$ cat src/hdl/ntcrt_pkg.sv
`timescale 1ns / 1ps
// Shared types and constants for the NTC ratio temperature pipeline.
// No dependencies; used by every module under hdl.
package ntcrt_pkg;

    localparam int MV_W       = 12;
    localparam int CFG_W      = 20;
    localparam int BETA_W     = 14;
    localparam int T0_W       = 16;
    localparam int IDX_W      = 3;

    localparam int LOG_IN_W   = 33;
    localparam int LOG_EXP_W  = 6;
    localparam int LOG_FRAC   = 24;
    localparam int LOG_W      = LOG_EXP_W + LOG_FRAC;
    localparam int LOG_STAGES = LOG_FRAC + 1;
    localparam logic [29:0] LN2_Q30 = 30'd744261118;

    localparam int D_W        = 32;
    localparam int PROD_W     = 62;
    localparam int LN_W       = 28;
    localparam int TL_W       = 44;
    localparam int DEN_W      = 45;
    localparam int NUM_W      = 57;
    localparam int REM_W      = 62;
    localparam int Q_W        = 17;
    localparam int DIV_STAGES = Q_W + 1;

    localparam logic signed [18:0] KELVIN_OFFSET = 19'sd27315;

    // Stage numbers of the main pipeline.
    localparam int ST_IN   = 0;
    localparam int ST_MUL  = 1;
    localparam int ST_N    = 2;
    localparam int ST_LOGQ = ST_N + LOG_STAGES;
    localparam int ST_D    = ST_LOGQ + 1;
    localparam int ST_PROD = ST_D + 1;
    localparam int ST_LN   = ST_PROD + 1;
    localparam int ST_TL   = ST_LN + 1;
    localparam int ST_DEN  = ST_TL + 1;
    localparam int ST_DIVQ = ST_DEN + DIV_STAGES;
    localparam int ST_OUT  = ST_DIVQ + 1;

    typedef enum logic [IDX_W-1:0] {
        REG_BOTTOM = 3'd0,
        REG_REF_TOP = 3'd1,
        REG_NOMINAL_R = 3'd2,
        REG_BETA = 3'd3,
        REG_NOMINAL_T = 3'd4
    } cfg_idx_t;

    typedef struct packed {
        logic valid;
        logic bad;
        logic neg;
    } ctl_t;

endpackage

$ cat src/hdl/ntcrt_div.sv
`timescale 1ns / 1ps
// Pipelined restoring divider: rounded quotient of 17 bits plus overflow flag.
// Depends on ntcrt_pkg.
module ntcrt_div
(
    input  logic                        clk,
    input  logic                        en,
    input  logic [ntcrt_pkg::NUM_W-1:0] num,
    input  logic [ntcrt_pkg::DEN_W-1:0] den,
    input  logic                        den_zero,
    output logic [ntcrt_pkg::Q_W-1:0]   quo,
    output logic                        ovf
);

    logic [ntcrt_pkg::REM_W-1:0] rem_reg [0:ntcrt_pkg::Q_W];
    logic [ntcrt_pkg::DEN_W-1:0] den_reg [0:ntcrt_pkg::Q_W];
    logic [ntcrt_pkg::Q_W-1:0]   q_reg   [0:ntcrt_pkg::Q_W];
    logic                        ovf_reg [0:ntcrt_pkg::Q_W];

    logic [ntcrt_pkg::REM_W-1:0] dividend;
    logic [ntcrt_pkg::REM_W-1:0] den_top;

    always_comb
    begin
        // Adding half the divisor turns the floor into round-to-nearest.
        dividend = ntcrt_pkg::REM_W'(num) + ntcrt_pkg::REM_W'(den >> 1);
        den_top  = ntcrt_pkg::REM_W'(den) << ntcrt_pkg::Q_W;
    end

    always_ff @(posedge clk)
    begin
        if (en)
        begin
            rem_reg[0] <= dividend;
            den_reg[0] <= den;
            q_reg[0]   <= '0;
            ovf_reg[0] <= den_zero || (dividend >= den_top);
        end
    end

    for (genvar g = 1; g <= ntcrt_pkg::Q_W; g++)
    begin : g_step
        localparam int K = ntcrt_pkg::Q_W - g;
        logic [ntcrt_pkg::REM_W-1:0] sub;
        logic [ntcrt_pkg::REM_W-1:0] rem_step;
        logic [ntcrt_pkg::Q_W-1:0]   q_step;

        always_comb
        begin
            sub      = ntcrt_pkg::REM_W'(den_reg[g-1]) << K;
            rem_step = rem_reg[g-1];
            q_step   = q_reg[g-1];
            if (rem_reg[g-1] >= sub)
            begin
                rem_step = rem_reg[g-1] - sub;
                q_step[K] = 1'b1;
            end
        end

        always_ff @(posedge clk)
        begin
            if (en)
            begin
                rem_reg[g] <= rem_step;
                den_reg[g] <= den_reg[g-1];
                q_reg[g]   <= q_step;
                ovf_reg[g] <= ovf_reg[g-1];
            end
        end
    end

    assign quo = q_reg[ntcrt_pkg::Q_W];
    assign ovf = ovf_reg[ntcrt_pkg::Q_W];

endmodule

$ cat config.mk
export PLATFORM = sky130hd
export DESIGN_NAME = ntcrt_div
export DESIGN_NICKNAME = d
export VERILOG_FILES = /design/src/hdl/ntcrt_pkg.sv /design/src/hdl/ntcrt_div.sv
export SDC_FILE = /design/constraint.sdc
export NUM_CORES = 2
export LEC_CHECK = 0
export BUFFER_PORTS_ARGS = -buffer_cell sky130_fd_sc_hd__buf_2
export CAP_MARGIN = 10
export CELL_PAD_IN_SITES_DETAIL_PLACEMENT = 1
export CELL_PAD_IN_SITES_GLOBAL_PLACEMENT = 1
export CORE_MARGIN = 4
export CORE_UTILIZATION = 40
export DETAILED_ROUTE_END_ITERATION = 7
export PLACE_DENSITY = 0.69
export SETUP_SLACK_MARGIN = 0.05
export SYNTH_ARGS = -nofsm -noshare
export SYNTH_HDL_FRONTEND = slang
export SYNTH_SLANG_ARGS = --single-unit
$ cat constraint.sdc
create_clock -name clk -period 11 [get_ports clk]
set_clock_uncertainty 0.05 [all_clocks]
set_input_delay 1.65 -clock clk [delete_from_list [all_inputs] [get_ports clk]]
set_output_delay 1.65 -clock clk [all_outputs]
set_load 0.05 [all_outputs]
* Word-level counts from Yosys, hierarchy flattened
Memories as Yosys holds them, arrays and structs flattened. Index checks and enable logic that the tools add are counted.
Operators by class: $add $sub $neg 18, $lt $le $gt $ge 18, multiplexer cells 36, reductions and logical operators 1
Operator list (count):
- two-way mux 62 bit | 17
- greater-or-equal comparator 58 x 62 -> 1 bit | 1
- greater-or-equal comparator 62 x 45 -> 1 bit | 1
- greater-or-equal comparator 62 x 46 -> 1 bit | 1
- greater-or-equal comparator 62 x 47 -> 1 bit | 1
- greater-or-equal comparator 62 x 48 -> 1 bit | 1
- greater-or-equal comparator 62 x 49 -> 1 bit | 1
- greater-or-equal comparator 62 x 50 -> 1 bit | 1
- greater-or-equal comparator 62 x 51 -> 1 bit | 1
- greater-or-equal comparator 62 x 52 -> 1 bit | 1
- greater-or-equal comparator 62 x 53 -> 1 bit | 1
- greater-or-equal comparator 62 x 54 -> 1 bit | 1
- greater-or-equal comparator 62 x 55 -> 1 bit | 1
- greater-or-equal comparator 62 x 56 -> 1 bit | 1
- greater-or-equal comparator 62 x 57 -> 1 bit | 1
- greater-or-equal comparator 62 x 58 -> 1 bit | 1
- greater-or-equal comparator 62 x 59 -> 1 bit | 1
- greater-or-equal comparator 62 x 60 -> 1 bit | 1
- greater-or-equal comparator 62 x 61 -> 1 bit | 1
- subtractor 62 x 45 -> 62 bit | 1
- subtractor 62 x 46 -> 62 bit | 1
- subtractor 62 x 47 -> 62 bit | 1
- subtractor 62 x 48 -> 62 bit | 1
- subtractor 62 x 49 -> 62 bit | 1
- other kinds (15) | 33
Storage, ports and cells: register bits after elaboration 0, memory bits (writable) 2250, input port bits 105, output and inout port bits 18, memories 4
Memory list:
- rem_reg | depth 18, width 62, read ports 17, clocked after memory_dff 0, wr ports 18, line ntcrt_div.sv:15 | logic [ntcrt_pkg::REM_W-1:0] rem_reg [0:ntcrt_pkg::Q_W];
- den_reg | depth 18, width 45, read ports 17, clocked after memory_dff 0, wr ports 18, line ntcrt_div.sv:16 | logic [ntcrt_pkg::DEN_W-1:0] den_reg [0:ntcrt_pkg::Q_W];
- q_reg | depth 18, width 17, read ports 18, clocked after memory_dff 0, wr ports 18, line ntcrt_div.sv:17 | logic [ntcrt_pkg::Q_W-1:0] q_reg [0:ntcrt_pkg::Q_W];
- ovf_reg | depth 18, width 1, read ports 18, clocked after memory_dff 0, wr ports 18, line ntcrt_div.sv:18 | logic ovf_reg [0:ntcrt_pkg::Q_W];

* Logic depth before layout (Yosys ltp)
word-level depth 3, gate-level depth with buffers 25

* Worst setup path after synthesis
No wires, ideal clock.
kind input-to-reg, start input num[0] in the netlist's numbering, end memory ovf_reg[0], data pin, setup time 0.152 ns, arrival time 7.016 ns, required time 10.798 ns, path slack 3.781 ns, cell stages on the path 23, buffers on the path 0, cells stage by stage ha_1 -> fa_1 -> a21o_1 -> a21boi_0 -> o211ai_1 -> nand2_1 -> o31ai_1 -> a211oi_1 -> o31ai_1 -> a221oi_1 -> nor2_1 -> xor2_1 -> ha_1 -> nand4_1 -> nor4_2 -> nand2_1 -> or4_1 -> or3_1 -> or3_1 -> or4_1 -> or4_1 -> o31a_1 -> o21ai_0
RTL lines:
- start: declaration | line ntcrt_div.sv:8 | input logic [ntcrt_pkg::NUM_W-1:0] num,
- end: declaration | line ntcrt_div.sv:18

==> results.toml <==
[run_status]
status = "finished, final reports clean"

[layout]
mostFrequentLayoutCells = "edfxtp_1 (1,986), a21oi_1 (1,052), inv_1 (990)"
fin_util_pct = 44.5
layout_commonest_cell = "edfxtp_1"
largest_register_ffs = 1050
drive_above_1_share_pct = 6.57
multi_input_area_sq_mm = 0.0526
regArea_sq_mm = 0.0596
fin_nets = 12161
nFillCells = 31675
syn_to_final_growth_pct = 10.6

[worst_setup_path]
path_cells = "buf_2 > ha_1 > a21oi_1 > o21ai_0 > a21o_1 > a221oi_1 > o21a_1 > o21ai_0 > a21oi_1 > o21ai_0 > a221o_1 > a221oi_1 > xnor2_1 > ha_1 > nand4_1 > nor2_1 > nand3_1 > or4_1 > or3_1 > or3_1 > or4_1 > or4_1 > o31a_1 > o21ai_0"
max_stage_delay_ns = 0.50
cp-start-kind = "primary input"
worstRegToRegCells = 13
cp-end-kind = "register"
r2r_start = "den_reg[2][0]$_DFFE_PP_"
reg2reg_slack_ns = 5.29
critPathKind = "in2reg"
cpMaxStageDelayCell = "or4_1"
timing.rr.end = "rem_reg[3][28]$_DFFE_PP_"
crit_buf_inv = 1
critical_path_peak_fanout = 6
cp_top_family = "compound AO/OA/AOI/OAI gates"
cp_common_cell = "o21ai_0"
worstPathRequired_ns = 11.69
cp_data_arrival_time_ns = 8.33

[floorplanning]
rows = 198
die_h_um = 549
pin_count = 123
die_w_um = 549
start_util_pct = 40.2
core_sq_mm = 0.291
fp.dieArea_sq_mm = 0.302

[sta]
rsz0062_at_grt = "no"
setup-violations-final = 0
hold_viol = 0
tightestPinTransition_ns = 1.19
drv_slew = 0
max_freq_mhz = 131
fin_crit_sh_pct = 69.4
min_period_ns = 7.64
totalNegativeSetupSlack_ns = 0
relSlewSlack_pct = 18.9

[power]
p_clk_share_pct = 22.3
p_comb_share_pct = 42.4
p_int_w = 0.0211
p_seq_share_pct = 35.3
leakage_nw = 51.6
powerDensity_mw_per_mm2 = 260
max-vdd-ir-drop_uv = 131
p_switching_w = 0.0126
p_sw_share_pct = 37.4

[min_path]
hold_start = "q_reg[2][15]$_DFFE_PP_"
worstHoldEndpoint = "q_reg[3][15]$_DFFE_PP_"
hp-class = "reg2reg"
min_path_cells = 0

[clock_tree]
clkLatencyLatePin_ns = 0.92
cts_resized = 0
root_buffer = "clkbuf_16"
hold_buffers = 0
clockBufferDepth = 4
cts_tree = "built"
numCtsBuffers = 230
post_cts_buffers = 0
h-tree-depth = 4
clkTransAtPathRegs_ns = 0.06
cts_num_sinks = 1986

[synthesis]
ys_ff_latch = 1986
async_reset_ff_share_pct = 0
syn_area_sq_mm = 0.117
synth_cell_types = 88
synth_edf_count = 1986
synth_top_area_share_pct = 50.9
ys.flop_type = "edfxtp_1"
synth_warnings = 0
syn_nets = 12081
syn_avg_cell_area_sq_um = 10.5
synth_area_leaders = "edfxtp_1 (51%), ha_1 (9.0%), a21oi_1 (4.5%)"
syn_inst = 11112
yosysSeqAreaShare_pct = 50.9
synth_area_leader_cell = "edfxtp_1"

[routing]
routedWlPerCell_um = 20.9
wirelength_um = 319000
drt-vias-per-instance = 5.45
wl_met1_um = 115000
firstDrtPassIters = 5
drt.antenna.violating_nets = 0
routed.top_layer = "met5"
routed-wl-met2_um = 173000
drc_errors = 0
drt_iter0_drc = 3583
vias = 83265
wl_met3_um = 7950

[grt]
grt_use_total_pct = 20.9
grt_overflow_total = 0
grt_pass1_vias = 90850
grt_max_degree = 190
grt_pass1_wl_um = 503000
antenna_found_initial = 2

[placement]
hpwl_um = 254000
gp_congestion = 0.983
io_buffers = 122

[run]
cap_violations = 0
how the worst max path moves through the flow:
stage | start | to | slack (ns) | cells past startpoint
3_3_place_gp | den[9] | ovf_reg[0]$_DFFE_PP_ | 2.32 | 24
4_1_cts | den[9] | ovf_reg[0]$_DFFE_PP_ | 3.33 | 24
5_1_grt | den[9] | ovf_reg[0]$_DFFE_PP_ | 3.03 | 24
2_1_floorplan | num[0] | ovf_reg[0]$_DFFE_PP_ | 3.78 | 23
3_5_place_dp | den[9] | ovf_reg[0]$_DFFE_PP_ | 2.36 | 24
6_report | den[9] | ovf_reg[0]$_DFFE_PP_ | 3.36 | 24
power groups by stage:
stage | clock, W | combinational, W | sequential, W
floorplan | 0 | 0.0105 | 0.0116
global placement | 0 | 0.0138 | 0.0120
detailed placement | 0 | 0.0142 | 0.0120
CTS | 0.00780 | 0.0143 | 0.0119
global route | 0.00814 | 0.0159 | 0.0121
finish | 0.00753 | 0.0143 | 0.0119
synthesized netlist by cell type, drive strengths merged, types with 17 or more instances:
library cell and count:
nand4 185, a221o 17, xor2 340, a21oi 1055, o21a 103, nor3 143, nor2 733, or3 45
o211ai 50, o31ai 75, buf 50, and4 18, o21ai 763, nand2b 121, nand4b 28, a2111oi 25
nor2b 123, nand2 882, a31oi 79, a211oi 71, a21o 464, and3 91, nand3 201, clkbuf 311
fa 17, nor4 92, ha 847, a21boi 33, a41oi 27, or4 27, or2 31, xnor2 473
nor4b 19, o31a 44, edfxtp 1986, inv 992, o21bai 111, and2 59, a221oi 24, mux2 118
layer usage:
layer	vias up	global-route usage, %
met5	-	0
met4	2	13.1
met3	826	2.31
met2	1353	40.9
met1	40187	20.7
li1	40897	-
worst reg2reg max path, delay by kind of cell (launching register included):
family                     cells  cell delay, ns
and+or+nand+nor                1            0.22
adders and majority gates      2            0.66
buffers and inverters          1            0.68
AOI/OAI and AO/OA              8            2.88
muxes                          1            0.56
DFF                            1            0.41
layout make-up:
type	count	share of cell area, %
repair buffers	209	1.05
diodes	2	0.00386
multi-input cells	7772	40.6
clock buffers	273	4.61
clock inverters	139	1.09
flip-flops and latches	1986	46.0
inverters	993	2.88
well taps	3900	3.77
logic make-up after synthesis:
kind of cell / count (synthesis) / share of synthesized area (%)
buf+inv: 1354 / 4.37
mux: 126 / 1.20
flops: 1986 / 50.9
fa+ha+maj: 864 / 9.34
xor+xnor: 813 / 6.08
compound gates: 3132 / 16.5
simple gates: 2837 / 11.6
stage by stage:
| stage | hold slack [ns] | total power, W | std cells | setup WS [ns] | area [sq um] |
|---|---|---|---|---|---|
| floorplan | 0.350 | 0.0221 | 11112 | 3.78 | 117000 |
| global placement | 0.352 | 0.0258 | 14859 | 2.32 | 122000 |
| detailed placement | 0.355 | 0.0262 | 14860 | 2.36 | 122000 |
| CTS | 0.335 | 0.0340 | 15272 | 3.33 | 130000 |
| global route | 0.346 | 0.0361 | 15274 | 3.03 | 130000 |
| finish | 0.358 | 0.0337 | 15274 | 3.36 | 130000 |
No activity file was read; power rests on OpenSTA's default activity.
